File: src/hdl/assert_macros.svh
// ----------------------------------------------------------------------------
// Assertion macros
// Shared concurrent assertion helpers. They compile away when SYNTHESIS is set.
// ----------------------------------------------------------------------------
`ifndef ASSERT_MACROS_SVH
`define ASSERT_MACROS_SVH

`ifndef SYNTHESIS

// The property must hold at every rising clock edge outside reset.
`define ASSERT_CLK(lbl, clk, rstn, prop) \
    lbl: assert property (@(posedge clk) disable iff (!(rstn)) (prop)) \
        else $error("assertion failed");

// The expression must never be true at a rising clock edge outside reset.
`define ASSERT_NEVER(lbl, clk, rstn, expr) \
    lbl: assert property (@(posedge clk) disable iff (!(rstn)) !(expr)) \
        else $error("forbidden condition seen");

`else

`define ASSERT_CLK(lbl, clk, rstn, prop)
`define ASSERT_NEVER(lbl, clk, rstn, expr)

`endif

`endif

File: src/hdl/srtf_pkg.sv
// ----------------------------------------------------------------------------
// SRTF scheduler package
// Opcodes, sequencer states and fixed field widths of the scheduler core.
// ----------------------------------------------------------------------------
package srtf_pkg;

    // Fixed widths of the item fields.
    localparam int ID_W  = 8;
    localparam int FLD_W = 16;

    // Width of one table entry: id, arrival, original burst, remaining.
    localparam int ENTRY_W = ID_W + 3 * FLD_W;

    // Item opcodes.
    typedef enum logic [1:0] {
        OP_CLEAR = 2'd0,
        OP_LOAD  = 2'd1,
        OP_TICK  = 2'd2
    } op_t;

    // Sequencer states, one-hot.
    typedef enum logic [5:0] {
        S_IDLE  = 6'b000001,
        S_SCAN  = 6'b000010,
        S_DRAIN = 6'b000100,
        S_WB    = 6'b001000,
        S_FIN   = 6'b010000,
        S_EMIT  = 6'b100000
    } state_t;

endpackage

File: src/hdl/srtf_scheduler_tick_core.sv
// ----------------------------------------------------------------------------
// SRTF scheduler tick core
// Preemptive shortest-remaining-time-first scheduler with a table in memory.
// ----------------------------------------------------------------------------
// The process table lives in one synchronous memory with one write and one
// read port. A tick beat reads the n loaded entries one per cycle to find the
// process with the least remaining time, writes the decremented entry back and
// then issues its result. A load beat writes its entry and issues a result; a
// clear beat issues none. Beats are accepted only while the sequencer is
// idle; a finished result waits in the output register while the next beat
// is accepted.
`include "assert_macros.svh"

module srtf_scheduler_tick_core
    import srtf_pkg::*;
#(
    parameter int MAX_PROCS = 16,
    parameter int TIME_BITS = 16
)
(
    input  logic        clk,
    input  logic        rst_n,
    // Input beats.
    input  logic        s_axis_tvalid,
    output logic        s_axis_tready,
    input  logic [39:0] s_axis_tdata,  // proc_id[7:0], arrival[23:8], burst[39:24]
    input  logic [1:0]  s_axis_tuser,  // opcode[1:0]
    // Result beats.
    output logic        m_axis_tvalid,
    input  logic        m_axis_tready,
    output logic [71:0] m_axis_tdata,  // run_id[7:0], now[23:8], completion[39:24],
                                       // turnaround[55:40], waiting[71:56]
    output logic [2:0]  m_axis_tuser,  // idle[0], finished[1], table_full[2]
    output logic        m_axis_tlast   // all_done
);

    localparam int AW = $clog2(MAX_PROCS);
    localparam int CW = $clog2(MAX_PROCS + 1);
    localparam int TW = TIME_BITS;
    localparam int WW = (TIME_BITS > FLD_W) ? TIME_BITS : FLD_W;
    localparam logic [TW-1:0] TIME_MAX = {TW{1'b1}};
    localparam logic [FLD_W-1:0] ARR_MASK =
        FLD_W'({FLD_W{1'b1}} >> ((TIME_BITS >= FLD_W) ? 0 : (FLD_W - TIME_BITS)));
    localparam logic [CW-1:0] FULL_COUNT = CW'(MAX_PROCS);

    // Input fields.
    logic [ID_W-1:0]  in_id;
    logic [FLD_W-1:0] in_arr;
    logic [FLD_W-1:0] in_burst;
    assign in_id    = s_axis_tdata[7:0];
    assign in_arr   = s_axis_tdata[23:8] & ARR_MASK;
    assign in_burst = s_axis_tdata[39:24];

    // Control state.
    state_t          state_reg, state_next;
    logic [CW-1:0]   count_reg, count_next;
    logic [CW-1:0]   active_reg, active_next;
    logic [TW-1:0]   clock_reg, clock_next;
    logic [AW-1:0]   scan_addr_reg, scan_addr_next;
    logic            rd_valid_reg, rd_valid_next;
    logic            found_reg, found_next;
    logic            out_valid_reg, out_valid_next;

    // Payload state.
    logic [ID_W-1:0]    best_id_reg, best_id_next;
    logic [FLD_W-1:0]   best_arr_reg, best_arr_next;
    logic [FLD_W-1:0]   best_burst_reg, best_burst_next;
    logic [FLD_W-1:0]   best_rem_reg, best_rem_next;
    logic [AW-1:0]      best_idx_reg, best_idx_next;
    logic [TW-1:0]      tat_reg, tat_next;
    logic [71:0]        res_data_reg, res_data_next;
    logic [2:0]         res_user_reg, res_user_next;
    logic               res_last_reg, res_last_next;
    logic [71:0]        out_data_reg, out_data_next;
    logic [2:0]         out_user_reg, out_user_next;
    logic               out_last_reg, out_last_next;

    // Table memory and its ports.
    logic [ENTRY_W-1:0] mem [MAX_PROCS];
    logic [ENTRY_W-1:0] rd_data_reg;
    logic               mem_we;
    logic [AW-1:0]      mem_waddr;
    logic [ENTRY_W-1:0] mem_wdata;
    logic               mem_re;

    always_ff @(posedge clk)
    begin
        if (mem_we)
        begin
            mem[mem_waddr] <= mem_wdata;
        end
        if (mem_re)
        begin
            rd_data_reg <= mem[scan_addr_reg];
        end
    end

    // Fields of the entry that was read last cycle.
    logic [ID_W-1:0]  rd_id;
    logic [FLD_W-1:0] rd_arr;
    logic [FLD_W-1:0] rd_burst;
    logic [FLD_W-1:0] rd_rem;
    assign rd_id    = rd_data_reg[ENTRY_W-1 -: ID_W];
    assign rd_arr   = rd_data_reg[3*FLD_W-1 -: FLD_W];
    assign rd_burst = rd_data_reg[2*FLD_W-1 -: FLD_W];
    assign rd_rem   = rd_data_reg[FLD_W-1:0];

    // Ranking of the candidate against the current pick; one wide compare.
    logic cand_ok;
    logic cand_wins;
    assign cand_ok   = rd_valid_reg && (rd_rem != '0) && (TW'(rd_arr) <= clock_reg);
    assign cand_wins = cand_ok && (!found_reg ||
        ({rd_rem, rd_arr, rd_burst, rd_id} <
         {best_rem_reg, best_arr_reg, best_burst_reg, best_id_reg}));

    // Time step and finish arithmetic.
    logic [TW-1:0] clk_inc;
    logic [WW-1:0] tat_w;
    logic [WW-1:0] burst_w;
    logic [WW-1:0] wait_w;
    logic          fin_now;
    assign clk_inc = (clock_reg == TIME_MAX) ? clock_reg : clock_reg + TW'(1);
    assign tat_w   = WW'(tat_reg);
    assign burst_w = WW'(best_burst_reg);
    assign wait_w  = (tat_w > burst_w) ? tat_w - burst_w : '0;
    assign fin_now = found_reg && (best_rem_reg == FLD_W'(1));

    logic out_free;
    assign out_free      = !out_valid_reg || m_axis_tready;
    assign s_axis_tready = (state_reg == S_IDLE);

    // Sequencer.
    always_comb
    begin
        state_next      = state_reg;
        count_next      = count_reg;
        active_next     = active_reg;
        clock_next      = clock_reg;
        scan_addr_next  = scan_addr_reg;
        rd_valid_next   = 1'b0;
        found_next      = found_reg;
        best_id_next    = best_id_reg;
        best_arr_next   = best_arr_reg;
        best_burst_next = best_burst_reg;
        best_rem_next   = best_rem_reg;
        best_idx_next   = best_idx_reg;
        tat_next        = tat_reg;
        res_data_next   = res_data_reg;
        res_user_next   = res_user_reg;
        res_last_next   = res_last_reg;
        out_valid_next  = out_valid_reg && !m_axis_tready;
        out_data_next   = out_data_reg;
        out_user_next   = out_user_reg;
        out_last_next   = out_last_reg;
        mem_we          = 1'b0;
        mem_waddr       = best_idx_reg;
        mem_wdata       = {best_id_reg, best_arr_reg, best_burst_reg,
                           best_rem_reg - FLD_W'(1)};
        mem_re          = 1'b0;

        // Comparison runs whenever read data is present.
        if (cand_wins)
        begin
            found_next      = 1'b1;
            best_id_next    = rd_id;
            best_arr_next   = rd_arr;
            best_burst_next = rd_burst;
            best_rem_next   = rd_rem;
            best_idx_next   = AW'(scan_addr_reg - AW'(1));
        end

        case (state_reg)
            S_IDLE:
            begin
                if (s_axis_tvalid)
                begin
                    case (s_axis_tuser)
                        OP_CLEAR:
                        begin
                            count_next  = '0;
                            active_next = '0;
                            clock_next  = TIME_MAX;
                        end
                        OP_LOAD:
                        begin
                            if (count_reg != FULL_COUNT)
                            begin
                                mem_we     = 1'b1;
                                mem_waddr  = count_reg[AW-1:0];
                                mem_wdata  = {in_id, in_arr, in_burst, in_burst};
                                count_next = count_reg + CW'(1);
                                if (in_burst != '0)
                                begin
                                    active_next = active_reg + CW'(1);
                                end
                                if (TW'(in_arr) < clock_reg)
                                begin
                                    clock_next = TW'(in_arr);
                                end
                            end
                            res_data_next = {48'd0, FLD_W'(clock_next), 8'd0};
                            res_user_next = {(count_reg == FULL_COUNT), 2'b00};
                            res_last_next = (active_next == '0);
                            state_next    = S_EMIT;
                        end
                        OP_TICK:
                        begin
                            found_next     = 1'b0;
                            scan_addr_next = '0;
                            state_next     = (count_reg == '0) ? S_WB : S_SCAN;
                        end
                        default:
                        begin
                            state_next = S_IDLE;
                        end
                    endcase
                end
            end
            S_SCAN:
            begin
                // Issue one table read per cycle.
                mem_re         = 1'b1;
                rd_valid_next  = 1'b1;
                scan_addr_next = scan_addr_reg + AW'(1);
                if (CW'(scan_addr_reg) == count_reg - CW'(1))
                begin
                    state_next = S_DRAIN;
                end
            end
            S_DRAIN:
            begin
                state_next = S_WB;
            end
            S_WB:
            begin
                // Advance time and write back the served entry.
                clock_next = clk_inc;
                tat_next   = clk_inc - TW'(best_arr_reg);
                if (found_reg)
                begin
                    mem_we = 1'b1;
                    if (best_rem_reg == FLD_W'(1))
                    begin
                        active_next = active_reg - CW'(1);
                    end
                end
                state_next = S_FIN;
            end
            S_FIN:
            begin
                res_data_next = {fin_now ? wait_w[FLD_W-1:0] : FLD_W'(0),
                                 fin_now ? FLD_W'(tat_reg) : FLD_W'(0),
                                 fin_now ? FLD_W'(clock_reg) : FLD_W'(0),
                                 FLD_W'(clock_reg),
                                 found_reg ? best_id_reg : ID_W'(0)};
                res_user_next = {1'b0, fin_now, !found_reg};
                res_last_next = (active_reg == '0);
                state_next    = S_EMIT;
            end
            S_EMIT:
            begin
                // Hand the result over once the output register is free.
                if (out_free)
                begin
                    out_valid_next = 1'b1;
                    out_data_next  = res_data_reg;
                    out_user_next  = res_user_reg;
                    out_last_next  = res_last_reg;
                    state_next     = S_IDLE;
                end
            end
            default:
            begin
                state_next = S_IDLE;
            end
        endcase
    end

    // Control registers.
    always_ff @(posedge clk or negedge rst_n)
    begin
        if (!rst_n)
        begin
            state_reg     <= S_IDLE;
            count_reg     <= '0;
            active_reg    <= '0;
            clock_reg     <= TIME_MAX;
            scan_addr_reg <= '0;
            rd_valid_reg  <= 1'b0;
            found_reg     <= 1'b0;
            out_valid_reg <= 1'b0;
        end
        else
        begin
            state_reg     <= state_next;
            count_reg     <= count_next;
            active_reg    <= active_next;
            clock_reg     <= clock_next;
            scan_addr_reg <= scan_addr_next;
            rd_valid_reg  <= rd_valid_next;
            found_reg     <= found_next;
            out_valid_reg <= out_valid_next;
        end
    end

    // Payload registers.
    always_ff @(posedge clk)
    begin
        best_id_reg    <= best_id_next;
        best_arr_reg   <= best_arr_next;
        best_burst_reg <= best_burst_next;
        best_rem_reg   <= best_rem_next;
        best_idx_reg   <= best_idx_next;
        tat_reg        <= tat_next;
        res_data_reg   <= res_data_next;
        res_user_reg   <= res_user_next;
        res_last_reg   <= res_last_next;
        out_data_reg   <= out_data_next;
        out_user_reg   <= out_user_next;
        out_last_reg   <= out_last_next;
    end

    assign m_axis_tvalid = out_valid_reg;
    assign m_axis_tdata  = out_data_reg;
    assign m_axis_tuser  = out_user_reg;
    assign m_axis_tlast  = out_last_reg;

    // Checks on the table bookkeeping and the scan.
    `ASSERT_CLK(a_count_bound, clk, rst_n, count_reg <= FULL_COUNT)
    `ASSERT_CLK(a_active_bound, clk, rst_n, active_reg <= count_reg)
    `ASSERT_CLK(a_scan_nonempty, clk, rst_n, (state_reg == S_SCAN) |-> (count_reg != '0))
    `ASSERT_NEVER(a_idle_finish, clk, rst_n, m_axis_tvalid && m_axis_tuser[0] && m_axis_tuser[1])

endmodule
File: config.mk
export PLATFORM = sky130hd
export DESIGN_NAME = srtf_scheduler_tick_core
export DESIGN_NICKNAME = d
export VERILOG_FILES = /design/src/hdl/srtf_pkg.sv /design/src/hdl/srtf_scheduler_tick_core.sv
export VERILOG_INCLUDE_DIRS = /design/src /design/src/hdl
export SDC_FILE = /design/constraint.sdc
export NUM_CORES = 1
export LEC_CHECK = 0
export BUFFER_PORTS_ARGS = -buffer_cell sky130_fd_sc_hd__buf_2
export CAP_MARGIN = 20
export CORE_MARGIN = 2
export CORE_UTILIZATION = 43
export CTS_BUF_LIST = sky130_fd_sc_hd__clkbuf_4 sky130_fd_sc_hd__clkbuf_8
export CTS_CLUSTER_DIAMETER = 40
export CTS_CLUSTER_SIZE = 12
export DETAILED_ROUTE_END_ITERATION = 8
export GPL_TIMING_DRIVEN = 0
export SKIP_LAST_GASP = 1
export SLEW_MARGIN = 20
export SYNTH_ARGS = -nofsm -noshare
export SYNTH_HDL_FRONTEND = slang
export SYNTH_SLANG_ARGS = --single-unit
export TNS_END_PERCENT = 30
File: constraint.sdc
create_clock -name clk -period 7.1 [get_ports clk]
set_clock_uncertainty 0.1 [all_clocks]
set_input_delay 1.065 -clock clk [delete_from_list [all_inputs] [get_ports clk]]
set_output_delay 1.065 -clock clk [all_outputs]
set_load 0.02 [all_outputs]
[After elaboration in Yosys (flattened, before gate mapping)]
Memories as Yosys holds them, arrays and structs flattened. A register that Yosys moved wholly into a read port is not among the register bits.
Index checks and enable logic that the tools add are counted.
Cells by class
  $add $sub $neg: 10
  $lt $le $gt $ge: 4
  equality and inequality tests: 23
  multiplexer cells: 63
  reduce and logical (&&, ||, !) cells: 27
Operator list (number)
  $mux W56: 4
  $mux W72: 2
  $pmux W72 S2: 1
  $mux W16: 8
  $pmux W16 S2: 2
  $lt A56 B56 Y1: 1
  $mux W5: 9
  $pmux W6 S6: 1
  $reduce_bool A16 Y1: 2
  $sub A16 B16 Y16: 2
  $pmux W5 S2: 3
  $mux W4: 7
  $mux W6: 3
  $pmux W6 S3: 1
  $add A16 B1 Y16 const B: 1
  $eq A16 B1 Y1 const B: 1
  $eq A16 B16 Y1 const B: 1
  $gt A16 B16 Y1: 1
  $le A16 B16 Y1: 1
  $lt A16 B16 Y1: 1
  $sub A16 B1 Y16 const B: 1
  $logic_not A5 Y1: 3
  $mux W1: 15
  $ne A2 B2 Y1 const B: 7
  31 further kinds: 49
Word-level totals
  bits in registers: 267
  RAM bits: 896
  input port bits: 46
  memories: 1
Memory list
  mem: depth 16, width 56, read ports 1, clocked after Yosys merged registers in 1, write ports 1, line srtf_scheduler_tick_core.sv:79  | logic [ENTRY_W-1:0] mem [MAX_PROCS];

[Logic depth before layout (Yosys ltp)]
  depth in word-level cells: 10
  mapped depth: 15
  depth with buffers taken out: 14

[Worst setup path after synthesis]
OpenSTA, ideal clock, no wires.
  kind: input to register
  start point: in m_axis_tready
  end point: reg out_data_reg[0], in the netlist m_axis_tdata[0] (enable)
  library setup time: 0.535 ns
  data arrival time: 4.796 ns
  slack: 1.669 ns
  stages: 2
  cells stage by stage: inv_1 a21oi_1
On the way
  word-level cells in the longest chain between the ends: 2
Ends and longest elaborated chain
  from (decl): line srtf_scheduler_tick_core.sv:30  | input logic m_axis_tready,
  $logic_or A1 B1 Y1: line srtf_scheduler_tick_core.sv:129  | assign out_free = !out_valid_reg || m_axis_tready;
  $reduce_and A2 Y1 (no line)
  to (signal assigned): line srtf_scheduler_tick_core.sv:318  | out_data_reg <= out_data_next;
  to (decl): line srtf_scheduler_tick_core.sv:74  | logic [71:0] out_data_reg, out_data_next;
No other way between the ends.
A chain may end at the register's enable or synchronous reset.

[Worst setup path in the final report]
  start point: reg clock_reg[2]
  end point: reg tat_reg[15], data pin
On the way
  word-level cells in the longest chain between the ends: 3
  elaborated cells between the ends (all ways): 4
  those cells by class: 2 x add/sub; 1 x eq/ne; 1 x mux
Ends and longest elaborated chain
  from (decl): line srtf_scheduler_tick_core.sv:58  | logic [TW-1:0] clock_reg, clock_next;
  from (signal assigned): line srtf_scheduler_tick_core.sv:298  | clock_reg <= clock_next;
  $add A16 B1 Y16 or $eq A16 B16 Y1 (tied branches): line srtf_scheduler_tick_core.sv:122  | assign clk_inc = (clock_reg == TIME_MAX) ? clock_reg : clock_reg + TW'(1);
  $mux W16 *: line srtf_scheduler_tick_core.sv:122
  $sub A16 B16 Y16 *: line srtf_scheduler_tick_core.sv:238  | tat_next = clk_inc - TW'(best_arr_reg);
  to (signal assigned): line srtf_scheduler_tick_core.sv:314  | tat_reg <= tat_next;
  to (decl): line srtf_scheduler_tick_core.sv:70  | logic [TW-1:0] tat_reg, tat_next;
Mark *: on every way between the ends. The rest lies on a longest branch, timed or not.

==> impl_metrics.csv <==
group,metric,value,unit
timing,fmax,207,MHz
setup_path,critical_path.max_stage_delay,0.59,ns
floorplanning,placementRows,124,
clocking,root_buffer,"clkbuf_8",
setup_path,worstPathCellList,"clkbuf_1 > nand3_1 > or4_1 > clkbuf_1 > o21ai_1 > ha_1 > nor2b_1 > o2111a_1 > nor4_1 > nor4_1 > or3_1 > a21oi_1 > xnor2_1",
pwr,powerDensity,280,nW/um^2
route,via_count,26496,
synth,ys_ff_latch,1219,
place,hpwl,89.2,mm
clocking,post-cts-setup-buffers,0,
setup_path,start_kind,"register",
setup_path,reg2reg_slack,2.28,ns
global_route,grt_max_degree,44,
worst_hold_path,whs_path_depth,0,
finish,area_growth,16.1,%
synth,async_flop_share,3.20,%
floorplanning,die-width,344,um
finish,nNetsFinal,3154,
timing,max_slew.worst_pin.slew,1.19,ns
clocking,ctsHoldBuffers,0,
synth,yosysSeqAreaShare,73.1,%
setup_path,crit_required,7.55,ns
timing,slew_headroom,20.4,%
setup_path,r2r_cells,13,
timing,hold_viol,0,
finish,drive_gt1_share,28.1,%
clocking,clock_sinks,1219,
setup_path,crit_family,"simple AND/OR/NAND/NOR gates",
floorplanning,start_util,43.5,%
timing,min_period,4.82,ns
finish,largest_reg_flops,896,
timing,min_period_over_period,67.9,%
place,dpl_cell_area,54400,um^2
synth,syn_nets,2786,
pwr,p_leak,0.0191,uW
place,dp_cells,4327,
synth,syn-instance-count,2607,
clocking,cts_buffers,154,
setup_path,r2r_start,"clock_reg[2]",
synth,synth_common_cells,"edfxtp_1 (1180), mux4_2 (280), ha_1 (131), inv_1 (109), nor2_1 (104)",
synth,syn_area_per_cell,19.1,um^2
finish,final_cells,4605,
global_route,overflow,0,
synth,synthFlopType,"edfxtp_1",
pwr,ir_drop,0.173,mV
setup_path,cp_slowest_cell,"nor4_1",
setup_path,crit_path_end_kind,"register",
place,io_buffers,123,
timing,finalSetupViolCount,0,
route,route.detailed.drc,0,
clocking,h-tree-depth,4,
clocking,clkTransAtPathRegs,0.07,ns
synth,yosys_warnings,0,
floorplanning,die-area,119000,um^2
route,ant_nets,0,
floorplanning,top_level_ports,124,
synth,synthDominantCellAreaShare,71.1,%
route,drt-initial-drc-count,2541,
global_route,antenna_found_initial,8,
clocking,clkLatencyLatePin,0.85,ns
route,wire_per_inst,27.9,um
synth,synth.area.top_cells,"edfxtp_1 (71%), mux4_2 (13%), ha_1 (3.3%), dfrtp_1 (1.1%), o21ai_0 (0.94%)",
setup_path,worstPathArrival,5.27,ns
route,routed_wl,129,mm
synth,yosysMostFrequentCell,"edfxtp_1",
clocking,clockBufferDepth,3,
setup_path,critical_path_class,"reg2reg",
worst_hold_path,hp-class,"reg2reg",
floorplanning,die_y,344,um
finish,nFillCells,9138,
global_route,grtUsageTotal,22.0,%
timing,rsz0062_at_grt,"false",
timing,report.final.slew_viol_count,0,
run,cap_viol_max_count,0,
finish,utilization,50.5,%
worst_hold_path,worstHoldEndpoint,"m_axis_tdata[36]",
synth,yosys.area.top_type,"edfxtp_1",
route,firstDrtPassIters,6,
setup_path,crit_fanout,9,
outcome,status,"finished clean",
synth,synth_edf_count,1180,
floorplanning,core_area,115000,um^2
setup_path,rr_endpoint,"tat_reg[15]",
clocking,cts_tree,"yes",
synth,synth.distinct_cells,80,
clocking,cts_resized,0,
route,viasPerCell,5.75,
worst_hold_path,min_from,"res_data_reg[36]",
setup_path,path_buf_inv,2,
global_route,grt_pass1_wl,186,mm
place,gp_congestion,0.899,
synth,syn_area,49800,um^2
global_route,grt_pass1_vias,27560,
finish,postLayoutCellArea,57900,um^2
-- report_power, final --
part	internal, uW	switching, uW	leakage, uW
clock	2790	2720	0.00169
sequential	8220	130	0.0111
combinational	903	1450	0.00628
-- layout make-up --
type,instances,area [um^2],share of cell area [%]
clock buffers,178,2340,4.04
clock inverters,95,1010,1.75
diodes,1,2.50,0.00433
inverters,109,412,0.712
multi-input cells,1175,12700,22.0
repair buffers,212,2570,4.45
plain buffers,104,455,0.787
flip-flops and latches,1219,36400,63.0
well taps,1512,1890,3.27
-- cells by family (layout without fill, tap and decap cells) --
kind of cell | count (synthesis) | count (layout) | share of synthesized area, %
simple gates | 399 | 399 | 4.06
buf+inv | 213 | 698 | 1.72
flops | 1219 | 1219 | 73.1
mux | 298 | 298 | 13.1
compound gates | 284 | 284 | 3.54
fa+ha+maj | 133 | 133 | 3.37
other cells | 0 | 1 | 0
xor+xnor | 61 | 61 | 1.07
-- per-layer routing --
| metal | part of all wire, % | vias up | wire length, um | global-route usage [%] |
|---|---|---|---|---|
| li1 | - | 11358 | - | - |
| met1 | 40 | 13875 | 50900 | 28.1 |
| met2 | 50 | 1010 | 64700 | 37.6 |
| met3 | 6.8 | 241 | 8790 | 4.49 |
| met4 | 3.2 | 12 | 4120 | 7.49 |
| met5 | 0.061 | - | 79 | 0 |
-- through the flow --
step / setup TNS (ns) / total power [uW] / hold WS, ns / setup WS, ns
floorplan: 0 / 10000 / 0.300 / 1.67
global placement: -2518.48 / 10700 / 0.301 / -3.02
detailed placement: 0 / 10800 / 0.305 / 1.68
CTS: 0 / 16300 / 0.279 / 2.35
global route: 0 / 16900 / 0.321 / 2.06
finish: 0 / 16200 / 0.312 / 2.28
-- placed cells by master (no fill, tap or decap), types with 18 or more instances in the layout --
master | netlist | final
nand3_1 | 26 | 26
inv_1 | 109 | 108
mux4_2 | 280 | 280
nand2_1 | 98 | 97
dfrtp_1 | 22 | 22
clkinvlp_4 | 0 | 18
o21ai_0 | 94 | 40
nor2_1 | 104 | 88
a21oi_1 | 73 | 70
clkbuf_1 | 63 | 60
xnor2_1 | 46 | 46
edfxtp_1 | 1180 | 1180
clkbuf_4 | 0 | 20
ha_1 | 131 | 131
and3_1 | 49 | 49
buf_2 | 31 | 156
o21ai_1 | 2 | 48
clkinv_2 | 0 | 19
buf_16 | 0 | 52
nand4_1 | 31 | 31
clkbuf_8 | 0 | 160
buf_12 | 0 | 19
nor3_1 | 20 | 20
-- how the worst max path moves through the flow --
stage / startpoint / end / slack, ns / cells after the start
finish: clock_reg[2] / tat_reg[15] / 2.28 / 13
detailed placement: s_axis_tuser[1] / mem[7][41] / 1.68 / 12
CTS: clock_reg[0] / tat_reg[15] / 2.35 / 13
floorplan: m_axis_tready / m_axis_tdata[0] / 1.67 / 2
global route: clock_reg[2] / tat_reg[15] / 2.06 / 13
global placement: s_axis_tuser[1] / mem[10][11] / -3.02 / 10
Note: power is estimated with default switching activity, not from simulation.
